**src/rtl/apqm_pkg.sv**
```systemverilog
package apqm_pkg;

    // Datapath widths.
    localparam int ACC_W   = 54;
    localparam int ERR_W   = 26;
    localparam int VEL_W   = 25;
    localparam int ISUM_W  = 40;
    localparam int MUL_A_W = 27;
    localparam int MUL_B_W = 24;
    localparam int MUL_P_W = MUL_A_W + MUL_B_W;
    localparam int CNT_W   = 12;
    localparam int XS_W    = 21;

    // Register file indices.
    localparam logic [3:0] REG_PITCH_KP    = 4'd0;
    localparam logic [3:0] REG_PITCH_KD    = 4'd1;
    localparam logic [3:0] REG_PITCH_KI    = 4'd2;
    localparam logic [3:0] REG_ROLL_KP     = 4'd3;
    localparam logic [3:0] REG_ROLL_KD     = 4'd4;
    localparam logic [3:0] REG_ROLL_KI     = 4'd5;
    localparam logic [3:0] REG_HOVER       = 4'd6;
    localparam logic [3:0] REG_INTEG_LIMIT = 4'd7;

    typedef struct packed {
        logic [21:0] pitch_kp;
        logic [21:0] pitch_kd;
        logic [21:0] pitch_ki;
        logic [21:0] roll_kp;
        logic [21:0] roll_kd;
        logic [21:0] roll_ki;
        logic [10:0] hover_us;
        logic [17:0] integ_limit;
    } cfg_t;

    localparam cfg_t CFG_RESET = '{
        pitch_kp:    22'd98304,
        pitch_kd:    22'd1433600,
        pitch_ki:    22'd205,
        roll_kp:     22'd49152,
        roll_kd:     22'd1740800,
        roll_ki:     22'd287,
        hover_us:    11'd1600,
        integ_limit: 18'd38400
    };

    // Pulse limits in Q.20 microseconds and the matching counts.
    localparam logic signed [ACC_W-1:0] PULSE_LO = ACC_W'(64'd1000 << 20);
    localparam logic signed [ACC_W-1:0] PULSE_HI = ACC_W'(64'd1850 << 20);
    localparam logic [30:0] COUNT_HALF = 31'd320000;
    localparam logic [22:0] RECIP_625  = 23'd6871947;
    localparam logic [9:0]  DIV_625    = 10'd625;
    localparam logic [CNT_W-1:0] CNT_MIN = 12'd1638;
    localparam logic [CNT_W-1:0] CNT_MAX = 12'd3031;

    typedef logic signed [12:0] off_tab_t [256];
    typedef logic signed [29:0] thr_tab_t [256];

    // Stick to angle offset, round half up of (s-128)*3840/224.
    function automatic off_tab_t gen_off_tab();
        off_tab_t tab;
        longint   n;
        longint   q;
        for (int i = 0; i < 256; i++) begin
            n = 2 * (longint'(i) - 128) * 3840 + 224;
            q = n / 448;
            if (n % 448 < 0) begin
                q = q - 1;
            end
            tab[i] = 13'(q);
        end
        return tab;
    endfunction

    // Stick to thrust offset in Q.20, round half up of (s-128)*200*2^20/112.
    function automatic thr_tab_t gen_thr_tab();
        thr_tab_t tab;
        longint   n;
        longint   q;
        for (int i = 0; i < 256; i++) begin
            n = 2 * (longint'(i) - 128) * 200 * 1048576 + 112;
            q = n / 224;
            if (n % 224 < 0) begin
                q = q - 1;
            end
            tab[i] = 30'(q);
        end
        return tab;
    endfunction

    localparam off_tab_t OFF_TAB = gen_off_tab();
    localparam thr_tab_t THR_TAB = gen_thr_tab();

endpackage

```
**src/rtl/apqm_mul.sv**
```systemverilog
module apqm_mul (
    input  logic                                 aclk,
    input  logic signed [apqm_pkg::MUL_A_W-1:0]  op_a,
    input  logic signed [apqm_pkg::MUL_B_W-1:0]  op_b,
    output logic signed [apqm_pkg::MUL_P_W-1:0]  prod_reg
);
    import apqm_pkg::*;

    // Shared signed multiplier with a registered product.
    always_ff @(posedge aclk) begin
        prod_reg <= MUL_P_W'(op_a) * MUL_P_W'(op_b);
    end

endmodule

```
**config.mk**
```make
export PLATFORM = sky130hd
export DESIGN_NAME = apqm_mul
export DESIGN_NICKNAME = d
export VERILOG_FILES = /design/src/rtl/apqm_pkg.sv /design/src/rtl/apqm_mul.sv
export SDC_FILE = /design/constraint.sdc
export NUM_CORES = 2
export LEC_CHECK = 0
export ABC_AREA = 1
export BUFFER_PORTS_ARGS = -buffer_cell sky130_fd_sc_hd__buf_4
export CORE_MARGIN = 3
export CORE_UTILIZATION = 45
export CTS_BUF_LIST = sky130_fd_sc_hd__clkbuf_8
export DETAILED_ROUTE_END_ITERATION = 10
export PLACE_DENSITY = 0.59
export SLEW_MARGIN = 10
export SYNTH_ARGS = -nofsm -noshare
export SYNTH_HDL_FRONTEND = slang
export SYNTH_SLANG_ARGS = --single-unit
```
**constraint.sdc**
```tcl
create_clock -name aclk -period 18.6 [get_ports aclk]
set_input_delay 3.72 -clock aclk [delete_from_list [all_inputs] [get_ports aclk]]
set_output_delay 3.72 -clock aclk [all_outputs]
set_load 0.05 [all_outputs]
```
==> results.sh <==
export IMPL_synth_area_top_cells="fa_1, inv_1, nand2_1, ha_1, dfxtp_1"
export IMPL_via_per_inst=4.74
export IMPL_die_y_um=248
export IMPL_worstPathArrival_ns=10.42
export IMPL_setup_tns_ns=0
export IMPL_drt_pre_antenna_iters=5
export IMPL_cts_buffers=5
export IMPL_wl_met2_mm=34.5
export IMPL_gp_congestion=0.922
export IMPL_seq_area_frac_synth_pct=3.86
export IMPL_fin_crit_ns=10.20
export IMPL_cp_cell_sequence="buf_4, nand2_1, inv_1, fa_1, inv_1, fa_1, inv_1, fa_1, inv_1, fa_1, fa_1, fa_1, fa_1, inv_1, ha_1, nand2_1, inv_1, nand2_1, nor3_1, nand2_1, nor2_1, nand2_1, nand4_1, nand2_1"
export IMPL_cts_sinks=51
export IMPL_postCtsHoldBufs=0
export IMPL_synth_edff_count=0
export IMPL_area_delta_synth_final_pct=5.07
export IMPL_setup_slack_ns=8.40
export IMPL_wl_per_cell_um=15.9
export IMPL_topRoutingLayerUsed="met4"
export IMPL_synth_cell_types=30
export IMPL_ys_top_cells_by_count="inv_1, nand2_1, fa_1"
export IMPL_fmax_ghz=0.0981
export IMPL_required_ns=18.82
export IMPL_hold_class="in2reg"
export IMPL_synth_xor_area_share_pct=1.09
export IMPL_multi_input_area_um2=20600
export IMPL_drt_iter0_markers=1043
export IMPL_post_route_period_util_pct=54.8
export IMPL_routed_via_count=19900
export IMPL_synth_nets=4312
export IMPL_synthAdderAreaFrac_pct=57.6
export IMPL_crit_buf_inv=7
export IMPL_num_antenna_cells=0
export IMPL_grtUsageTotal_pct=22.9
export IMPL_final_layout_size_suffix_gt1_share_pct=4.20
export IMPL_port_buffers=102
export IMPL_regArea_um2=1020
export IMPL_endpoint_kind="flop"
export IMPL_largest_reg_flops=51
export IMPL_yosysMostFrequentCell="inv_1"
export IMPL_die_w_um=248
export IMPL_start_util_pct=45.7
export IMPL_wl_met1_mm=28.0
export IMPL_crit_family="adder cells"
export IMPL_hold_end="prod_reg[0]"
export IMPL_clkTransAtPathRegs_ns=0.11
export IMPL_die_area_um2=61700
export IMPL_cts_buffer_depth=2
export IMPL_ys_warn_count=0
export IMPL_overflow=0
export IMPL_syn_area_per_cell_um2=7.67
export IMPL_cts_tree="built"
export IMPL_synth_compound_area_share_pct=1.19
export IMPL_holdWs_ns=3.79
export IMPL_path_max_fanout=27
export IMPL_place_ws_ns=8.03
export IMPL_fin_area_um2=27800
export IMPL_grt_pass1_vias=21700
export IMPL_yosysTopAreaCellShare_pct=51.0
export IMPL_slowest_stage="fa_1"
export IMPL_setup_viol_count_final=0
export IMPL_worst_slew_pin_slew_ns=0.976
export IMPL_ys_ff_latch=51
export IMPL_min_from="op_b[0]"
export IMPL_routed_wl_mm=66.9
export IMPL_rsz0062_at_grt="false"
export IMPL_hold_violations=0
export IMPL_whs_path_depth=3
export IMPL_fill_cells=5948
export IMPL_row_count=88
export IMPL_cp_common_cell="fa_1"
export IMPL_drc=0
export IMPL_max_stage_delay_ns=0.91
export IMPL_path_depth=24
export IMPL_synthesis_area_um2=26400
export IMPL_io_pins=103
export IMPL_max_slew_margin_pct=34.9
export IMPL_synthCells=3447
export IMPL_synthArstFlopShare_pct=0
export IMPL_synthMuxAreaShare_pct=0
export IMPL_critical_path_class="in2reg"
export IMPL_antenna_found_initial=0
export IMPL_ys_flop_type="dfxtp_1"
export IMPL_grt_max_degree=28
export IMPL_postRouteAntennaNets=0
export IMPL_synthSimpleGateAreaFrac_pct=17.9
export IMPL_status="complete, no violations"
export IMPL_cts_resized=0
export IMPL_max_cap_violations=0
export IMPL_placed_area_um2=27700
export IMPL_core_area_um2=57900
export IMPL_slew_violations=0
export IMPL_synth_largest_area_cell="fa_1"
export IMPL_dpl_hpwl_mm=57.7
export IMPL_synth_top_family_by_area="adder cells"
export IMPL_clock_root_buffer="clkbuf_8"
export IMPL_grt_first_pass_wirelength_mm=114
export IMPL_nets=4295
export IMPL_htree_levels=2
export IMPL_start_kind="input port"
export IMPL_crit_start="op_b[0]"
export IMPL_wl_met3_mm=2.82
export IMPL_postCtsSetupBuffers=0
[through the flow]
stage	utilization (%)	cells
floorplan	-	3447
global placement	47.8	4188
detailed placement	47.8	4188
CTS	48.0	4196
global route	48.0	4196
finish	48.0	4196
[worst min-delay path: stages]
cell,delay (ns)
buf_4,0.21
nand2_1,0.09
inv_1,0.04
[per-layer routing]
metal  track usage, %  up-vias
met2             41.8      467
met1             30.0     9990
li1                 -     9334
met4             4.80        0
met3             1.73      108
met5                0        -
[area by class of cell]
class | instances | area share (%)
Clock buffer | 6 | 0.297
Clock inverter | 2 | 0.0585
Inverter | 1166 | 15.8
Multi-Input combinational cell | 2104 | 74.0
Sequential cell | 51 | 3.67
Tap cell | 765 | 3.45
Timing Repair Buffer | 102 | 2.76
[cell usage in the layout, fill, tap and decap left out, types with 2 or more instances in the layout]
cell,netlist,routed
a21oi_1,43,43
and2_1,2,2
buf_4,0,102
clkbuf_8,0,6
dfxtp_1,51,51
fa_1,673,673
ha_1,140,140
inv_1,1164,1164
inv_2,2,2
nand2_1,990,990
nand2_2,5,5
nand2_4,2,2
nand3_1,49,49
nand3_2,4,4
nand4_1,15,15
nor2_1,104,104
nor2_2,7,7
nor3_1,5,5
nor3_2,2,2
o21ai_0,11,11
o21bai_1,4,4
or2_2,9,9
xnor2_1,12,12
xor2_1,21,21
[cells by family (layout without fill, tap and decap cells)]
logic type               Yosys count  after routing
flip-flops                        51             51
XOR/XNOR                          33             33
AND/OR/NAND/NOR                 1198           1198
buffers and inverters           1292           1276
AO/OA/AOI/OAI                     60             60
adder cells (fa/ha/maj)          813            813
[how the worst max path moves through the flow]
stage | to
after floorplan | prod_reg[46]
after global placement | prod_reg[46]
after detailed placement | prod_reg[46]
after CTS | prod_reg[46]
after global routing | prod_reg[46]
final | prod_reg[46]
Power is not shown: default switching activity piles up to over one toggle a cycle in this logic, so the estimate is an artifact.
