--- config.mk ---
export PLATFORM = sky130hd
export DESIGN_NAME = apqm_cfg
export DESIGN_NICKNAME = d
export VERILOG_FILES = /design/src/rtl/apqm_pkg.sv /design/src/rtl/apqm_cfg.sv
export SDC_FILE = /design/constraint.sdc
export NUM_CORES = 1
export LEC_CHECK = 0
export BUFFER_PORTS_ARGS = -buffer_cell sky130_fd_sc_hd__buf_2
export CELL_PAD_IN_SITES_DETAIL_PLACEMENT = 0
export CELL_PAD_IN_SITES_GLOBAL_PLACEMENT = 1
export CORE_ASPECT_RATIO = 0.7
export CORE_MARGIN = 2
export CORE_UTILIZATION = 34
export DETAILED_ROUTE_END_ITERATION = 12
export GPL_TIMING_DRIVEN = 0
export PLACE_DENSITY = 0.72
export SYNTH_ARGS = -nofsm -noshare
export SYNTH_HDL_FRONTEND = slang
export SYNTH_SLANG_ARGS = --single-unit
--- constraint.sdc ---
create_clock -name aclk -period 1.06 [get_ports aclk]
set_input_delay 0.106 -clock aclk [delete_from_list [all_inputs] [get_ports aclk]]
set_output_delay 0.106 -clock aclk [all_outputs]
set_load 0.02 [all_outputs]
--- src/rtl/apqm_pkg.sv ---
package apqm_pkg;

    // Datapath widths.
    localparam int ACC_W   = 54;
    localparam int ERR_W   = 26;
    localparam int VEL_W   = 25;
    localparam int ISUM_W  = 40;
    localparam int MUL_A_W = 27;
    localparam int MUL_B_W = 24;
    localparam int MUL_P_W = MUL_A_W + MUL_B_W;
    localparam int CNT_W   = 12;
    localparam int XS_W    = 21;

    // Register file indices.
    localparam logic [3:0] REG_PITCH_KP    = 4'd0;
    localparam logic [3:0] REG_PITCH_KD    = 4'd1;
    localparam logic [3:0] REG_PITCH_KI    = 4'd2;
    localparam logic [3:0] REG_ROLL_KP     = 4'd3;
    localparam logic [3:0] REG_ROLL_KD     = 4'd4;
    localparam logic [3:0] REG_ROLL_KI     = 4'd5;
    localparam logic [3:0] REG_HOVER       = 4'd6;
    localparam logic [3:0] REG_INTEG_LIMIT = 4'd7;

    typedef struct packed {
        logic [21:0] pitch_kp;
        logic [21:0] pitch_kd;
        logic [21:0] pitch_ki;
        logic [21:0] roll_kp;
        logic [21:0] roll_kd;
        logic [21:0] roll_ki;
        logic [10:0] hover_us;
        logic [17:0] integ_limit;
    } cfg_t;

    localparam cfg_t CFG_RESET = '{
        pitch_kp:    22'd98304,
        pitch_kd:    22'd1433600,
        pitch_ki:    22'd205,
        roll_kp:     22'd49152,
        roll_kd:     22'd1740800,
        roll_ki:     22'd287,
        hover_us:    11'd1600,
        integ_limit: 18'd38400
    };

    // Pulse limits in Q.20 microseconds and the matching counts.
    localparam logic signed [ACC_W-1:0] PULSE_LO = ACC_W'(64'd1000 << 20);
    localparam logic signed [ACC_W-1:0] PULSE_HI = ACC_W'(64'd1850 << 20);
    localparam logic [30:0] COUNT_HALF = 31'd320000;
    localparam logic [22:0] RECIP_625  = 23'd6871947;
    localparam logic [9:0]  DIV_625    = 10'd625;
    localparam logic [CNT_W-1:0] CNT_MIN = 12'd1638;
    localparam logic [CNT_W-1:0] CNT_MAX = 12'd3031;

    typedef logic signed [12:0] off_tab_t [256];
    typedef logic signed [29:0] thr_tab_t [256];

    // Stick to angle offset, round half up of (s-128)*3840/224.
    function automatic off_tab_t gen_off_tab();
        off_tab_t tab;
        longint   n;
        longint   q;
        for (int i = 0; i < 256; i++) begin
            n = 2 * (longint'(i) - 128) * 3840 + 224;
            q = n / 448;
            if (n % 448 < 0) begin
                q = q - 1;
            end
            tab[i] = 13'(q);
        end
        return tab;
    endfunction

    // Stick to thrust offset in Q.20, round half up of (s-128)*200*2^20/112.
    function automatic thr_tab_t gen_thr_tab();
        thr_tab_t tab;
        longint   n;
        longint   q;
        for (int i = 0; i < 256; i++) begin
            n = 2 * (longint'(i) - 128) * 200 * 1048576 + 112;
            q = n / 224;
            if (n % 224 < 0) begin
                q = q - 1;
            end
            tab[i] = 30'(q);
        end
        return tab;
    endfunction

    localparam off_tab_t OFF_TAB = gen_off_tab();
    localparam thr_tab_t THR_TAB = gen_thr_tab();

endpackage

--- src/rtl/apqm_cfg.sv ---
module apqm_cfg (
    input  logic                aclk,
    input  logic                aresetn,
    input  logic                cfg_valid,
    output logic                cfg_ready,
    input  logic [3:0]          cfg_index,
    input  logic [21:0]         cfg_data,
    output apqm_pkg::cfg_t      cfg
);
    import apqm_pkg::*;

    cfg_t cfg_reg;
    cfg_t cfg_next;

    assign cfg_ready = 1'b1;
    assign cfg         = cfg_reg;

    // Decode one write beat; unknown indices are dropped.
    always_comb begin
        cfg_next = cfg_reg;
        if (cfg_valid) begin
            case (cfg_index)
                REG_PITCH_KP:    cfg_next.pitch_kp    = cfg_data;
                REG_PITCH_KD:    cfg_next.pitch_kd    = cfg_data;
                REG_PITCH_KI:    cfg_next.pitch_ki    = cfg_data;
                REG_ROLL_KP:     cfg_next.roll_kp     = cfg_data;
                REG_ROLL_KD:     cfg_next.roll_kd     = cfg_data;
                REG_ROLL_KI:     cfg_next.roll_ki     = cfg_data;
                REG_HOVER:       cfg_next.hover_us    = cfg_data[10:0];
                REG_INTEG_LIMIT: cfg_next.integ_limit = cfg_data[17:0];
                default:         cfg_next = cfg_reg;
            endcase
        end
    end

    always_ff @(posedge aclk) begin
        if (!aresetn) begin
            cfg_reg <= CFG_RESET;
        end else begin
            cfg_reg <= cfg_next;
        end
    end

endmodule

==> run summary, run 1 <==
Final wirelength: 20.4 mm
# setup viols final: 0
Max_slew headroom: 59.2%
Synth Flop Type: dfxtp_1
WP data required: 0.95 ns
Clock skew: 0 ns
Status: completed
Vias in the first global route: 5,118
Number of synthesized flops with an enable pin: 0
Worst slew pin tran: 0.607 ns
Total power draw: 14.1 mW
CP Class: register to output pin
PwrDens: 1640 nW/µm²
Drt pass-1 iters: 5
FFs w/ async S/R, synth: 0%
Worst skew pair latency: 0.42 ns
Initial antenna violation count: 0
Peak supply drop: 801 µV
First-pass GRT wire length: 29.8 mm
H-Tree Depth: 4
Final instance area: 8610 µm²
Final ANT Viol Nets: 0
Initial Util: 34.9%
Final Critical Period: 1.04 ns
CP max-delay cell: dfxtp_1
Seq/Total Area, Yosys: 53.6%
Util after Layout: 50.0%
# IOs: 191
Input/output buffers: 187
Antenna Cells: 0
Final Hold Fails: 0
Period Utilization, post-route: 98.3%
Mapped Area: 6010 µm²
Data arrival time of the worst path: 0.94 ns
Post-DP HPWL: 15.0 mm
Hold Path Class: input port to register
Root Driver: clkbuf_16
Ys Warns: 0
Initial DRC count: 359
Fin nets: 848
Drt drc: 0
Worst Setup Slack, final: 0.0182 ns
Core area: 17,200 µm²
Area of placed instances: 7250 µm²
Non-Filler Instances: 1,062
Syn Inst Count: 594
Num CTS Buffers: 17
Die ar.: 18,800 µm²
Syn nets: 623
Crit-path max cell delay: 0.34 ns
Layout cells sized above 1: 38.0%
Most frequent cell after synthesis: dfxtp_1
Post-DR vias/cell: 4.90
Leading area contributor after synthesis: dfxtp_1
Type of origin of the critical path: register
Max Freq: 960 MHz
Mean Syn Cell Area: 10.1 µm²
Setup WS pre-CTS: -0.571 ns
RePlAce Congestion: 0.848
LEAKAGE: 4.36 nW
Worst path cell trace: buf_2
Layout area overhead: 43.2%
Die Y: 115 µm
Synth top area cells: dfxtp_1 54%, mux2i_1 22%, nand2_1 9.6%, buf_6 2.2%, nand3_1 2.0%
Reg clk slew, reported paths: 0.06 ns
Max clock buf depth: 2
Post-synthesis register bit count: 161
List of most frequent post-synthesis cells: 161 x dfxtp_1, 153 x nand2_1, 132 x mux2i_1
Slew Limit Fails: 0
Gr ovfl total: 0
CP Max Fanout: 2
Worst path top cell family by delay: flip-flops
GRT Total Usage: 21.6%
Worst Setup End Kind: output pin
Largest net degree at the start of global routing: 17
Critical path buffer and inverter count: 1
Distinct cells, synth: 28
Row count: 40
Max-cap violations: 0
Via count: 5,203
Wire per inst: 19.2 µm
Top cell type's share of synthesized area: 53.6%
CTS tree: yes
Placed Cells: 1,012
DIE WIDTH: 163 µm
Number of flip-flops in the largest register: 161
Clk sinks: 161
through the flow:
step                setup TNS, ns  hold slack (ns)
floorplan                  -0.371            0.254
detailed placement         -69.10            0.374
global placement           -60.10            0.370
global route             -0.00370           0.0245
CTS                      -0.00354          0.00106
finish                          0           0.0203
cell type report:
class | instances | area [µm²]
Clock inverter | 8 | 174
Buffer | 42 | 288
Multi-Input combinational cell | 376 | 2470
Fill cell | 1587 | 8610
Sequential cell | 161 | 3300
Timing Repair Buffer | 206 | 1540
Tap cell | 231 | 289
Clock buffer | 23 | 498
Inverter | 15 | 56.3
worst reg2reg max path, cell delays in order, from the launching register on:
cell and delay [ns]:
dfxtp_2 0.33, a211oi_1 0.25, a21oi_1 0.08
kinds of logic (layout without fill, tap and decap cells):
family                 Yosys count  in the layout  share of synthesized area (%)
and+or+nand+nor                203            203                           14.6
DFF                            161            161                           53.6
muxes                          132            132                           22.0
buffers and inverters           57            294                           5.48
AOI/OAI and AO/OA               40             40                           4.27
other                            1              1                         0.0624
layer usage:
metal	global-route usage, %	part of all wire (%)	vias up
li1	-	-	2434
met1	29.1	47	2560
met2	32.7	43	191
met3	7.68	8.6	18
met4	6.37	1.3	0
met5	0	0	-
timing repair:
action | in CTS | in global routing
hold buffers | 17 | 0
hold endpoints to repair | 24 | 0
setup buffers | 0 | 2
pin swaps | 0 | 1
resized for setup | 73 | 156
cloned | 0 | 0
setup endpoints to repair | 106 | 156
layout by cell type, fill, tap and decap left out, drive strengths merged:
cell type    Yosys  layout
buf             20     209
dfxtp          161     161
nand2          157     157
mux2i          132     132
clkbuf          22      45
nand3           26      26
dlygate4sd3      0      17
inv             15      15
o211ai          15      15
o21ai           12      12
nor2             7       7
a211oi           6       6
a21oi            6       6
bufinv           0       5
nor2b            4       4
nor3             2       2
nand2b           2       2
clkinvlp         0       2
and2             2       2
nor3b            1       1
nand3b           1       1
and3b            1       1
a211o            1       1
conb             1       1
clkinv           0       1
power by group:
part / switching, mW / total, mW / internal (mW) / leakage, nW
combinational: 0.631 / 0.978 / 0.347 / 2.72
clock: 2.48 / 6.97 / 4.49 / 0.322
sequential: 0.0543 / 6.20 / 6.14 / 1.32
total: 3.17 / 14.1 / 11.0 / 4.36
path summary, 6_finish.rpt:
check	slack (ns)	depth (start not counted)	endpoint	from
max	0.02	1	cfg[75]	cfg[75]$_SDFFE_PN0P_
min	0.02	3	cfg[27]$_SDFFE_PN1P_	cfg_data[9]
max reg2reg	0.28	2	cfg[132]$_SDFFE_PN1P_	cfg[132]$_SDFFE_PN1P_
min reg2reg	0.46	2	cfg[105]$_SDFFE_PN0P_	cfg[105]$_SDFFE_PN0P_
Power figures use the tool's default switching activity.
==> inputs of run 2 (changes only) <==
--- a/config.mk
+++ b/config.mk
@@ -12,8 +12,7 @@
 export CORE_MARGIN = 2
 export CORE_UTILIZATION = 34
 export DETAILED_ROUTE_END_ITERATION = 12
-export GPL_TIMING_DRIVEN = 0
-export PLACE_DENSITY = 0.72
+export PLACE_DENSITY = 0.73
 export SYNTH_ARGS = -nofsm -noshare
 export SYNTH_HDL_FRONTEND = slang
 export SYNTH_SLANG_ARGS = --single-unit
==> run 2 against run 1 <==
Effect of this change: utilization up 0.81 points; final area up 1.6%; critical path type unchanged; maximum frequency about the same; sequential share of layout area down 0.61 points; first-iteration DRC count up 5.3%; global-route usage down 1.2 points; largest cell class unchanged; non-clock buffer count up 4.
==> run summary, run 2 (synthesis results as in run 1) <==
Status: completed
CP Max Fanout: 2
Number of cells on the critical path: 1
Largest net degree at the start of global routing: 36
P_sw: 3.17 mW
Num CTS Buffers: 17
Critical path buffer and inverter count: 1
Max-cap violations: 0
Sequential power share: 45.1%
LEAKAGE: 4.47 nW
Initial DRC count: 378
Met1 usage: 25.9%
CP max-delay cell: dfxtp_1
Max Freq: 960 MHz
Die ar.: 18,800 µm²
Internal: 10.6 mW
Worst path cell trace: buf_4
Hold Path End: cfg[122]$_SDFFE_PN0P_
GRT Total Usage: 20.4%
PwrDens: 1570 nW/µm²
Row count: 40
Drt pass-1 iters: 5
Hold depth: 3
RePlAce Congestion: 0.809
Die Y: 115 µm
CP Class: register to output pin
GR Util met3: 7.86%
Initial antenna violation count: 0
Reg2reg start: cfg[131]$_SDFFE_PN1P_
Most frequent cells in the layout: 157 x buf_4, 153 x nand2_1, 132 x mux2i_1
Data arrival time of the worst path: 0.94 ns
First-pass GRT wire length: 28.8 mm
Root Driver: clkbuf_16
Worst path top cell family by delay: flip-flops
Layout area overhead: 45.5%
Gate power share: 7.5%
Util after Layout: 50.8%
Slew Limit Fails: 0
Reg clk slew, reported paths: 0.07 ns
Type of origin of the critical path: register
Wire per inst: 17.7 µm
Number of flip-flops in the largest register: 161
Post-DP HPWL: 13.8 mm
Final instance area: 8750 µm²
Clk sinks: 161
Sw Share: 23.1%
Initial Util: 34.9%
Worst Setup Slack, final: 0.0184 ns
GR met2 Demand/Resource: 32.4%
Area of placed instances: 7470 µm²
Storage element area: 3300 µm²
Min-delay src: aresetn
Final ANT Viol Nets: 0
Clock Power Share: 47.4%
WP data required: 0.95 ns
Max clock buf depth: 2
Via count: 5,046
Period Utilization, post-route: 98.3%
RR Endpoint: cfg[131]$_SDFFE_PN1P_
Top Usage Layer GRT: met2
Crit-path max cell delay: 0.36 ns
H-Tree Depth: 4
CTS tree: yes
Antenna Cells: 0
R2r worst-path depth: 2
Hold Slack: 0.0103 ns
Layout cells sized above 1: 40.1%
DIE WIDTH: 163 µm
Peak supply drop: 901 µV
Worst Setup End Kind: output pin
Fin nets: 852
Hold Path Class: input port to register
Commonest non-fill, non-tap cell in the layout: buf_4
Worst skew pair latency: 0.41 ns
Setup WS pre-CTS: -0.222 ns
Vias in the first global route: 5,132
Filler cells: 1,609
Core area: 17,200 µm²
# setup viols final: 0
Flop2flop setup slack: 0.30 ns
Post-DR vias/cell: 4.73
Area of the multi-input gates: 2470 µm²
Final wirelength: 18.9 mm
Clock skew: 0 ns
Gr ovfl total: 0
Post-CTS Setup Bufs: 0
# IOs: 191
Input/output buffers: 189
Final Hold Fails: 0
Final Critical Period: 1.04 ns
Drt drc: 0
run 2: layer usage:
layer  wire length (µm)  up-vias
met4                212        0
met3               1510       18
met2               8540      146
met5                  0        -
li1                   -     2444
met1               8640     2438
run 2: tightest hold or removal path, delay by kind of cell:
family | cells | cell delay [ns]
buffers and inverters | 1 | 0.13
multiplexers | 1 | 0.06
AND/OR/NAND/NOR | 1 | 0.08
run 2: area by class of cell:
class / count / area share, %
Sequential cell: 161 / 37.7
Multi-Input combinational cell: 376 / 28.2
Timing Repair Buffer: 252 / 22.9
Clock buffer: 19 / 5.06
Tap cell: 231 / 3.30
Clock inverter: 13 / 2.12
Inverter: 15 / 0.644
run 2: how the worst max path moves through the flow:
stage | from | to | slack [ns]
floorplan | cfg_index[2] | cfg[128]$_SDFFE_PN0P_ | -0.03
global placement | cfg_index[2] | cfg[126]$_SDFFE_PN0P_ | -0.16
detailed placement | cfg_index[2] | cfg[128]$_SDFFE_PN0P_ | -0.22
CTS | cfg[70]$_SDFFE_PN1P_ | cfg[70] | 0.0004
global route | cfg[105]$_SDFFE_PN0P_ | cfg[105] | -0.01
finish | cfg[5]$_SDFFE_PN0P_ | cfg[5] | 0.02
run 2: per-stage QoR:
| step | power [mW] | std cells | TNS (ns) |
|---|---|---|---|
| after floorplan | 6.82 | 594 | -0.371 |
| after global placement | 7.23 | 1016 | -14.70 |
| after detailed placement | 7.25 | 1016 | -17.19 |
| after CTS | 13.8 | 1067 | 0 |
| after global routing | 14.2 | 1067 | -0.0476 |
| final | 13.7 | 1067 | 0 |
run 2: what timing repair did:
item                                    CTS  global route
endpoints found under the setup margin   52           116
hold buffers                             19             0
hold endpoints to repair                 27             0
gates resized for setup                  62           149
pin swaps                                 0             0
run 2: power groups by stage:
stage                     sequential [mW]  clock (mW)  combinational [mW]
final                                6.20        6.52                1.02
after global routing                 6.20        6.93                1.10
after CTS                            6.19        6.65                1.00
after detailed placement             6.32           0               0.927
after global placement               6.32           0               0.916
after floorplan                      6.42           0               0.401
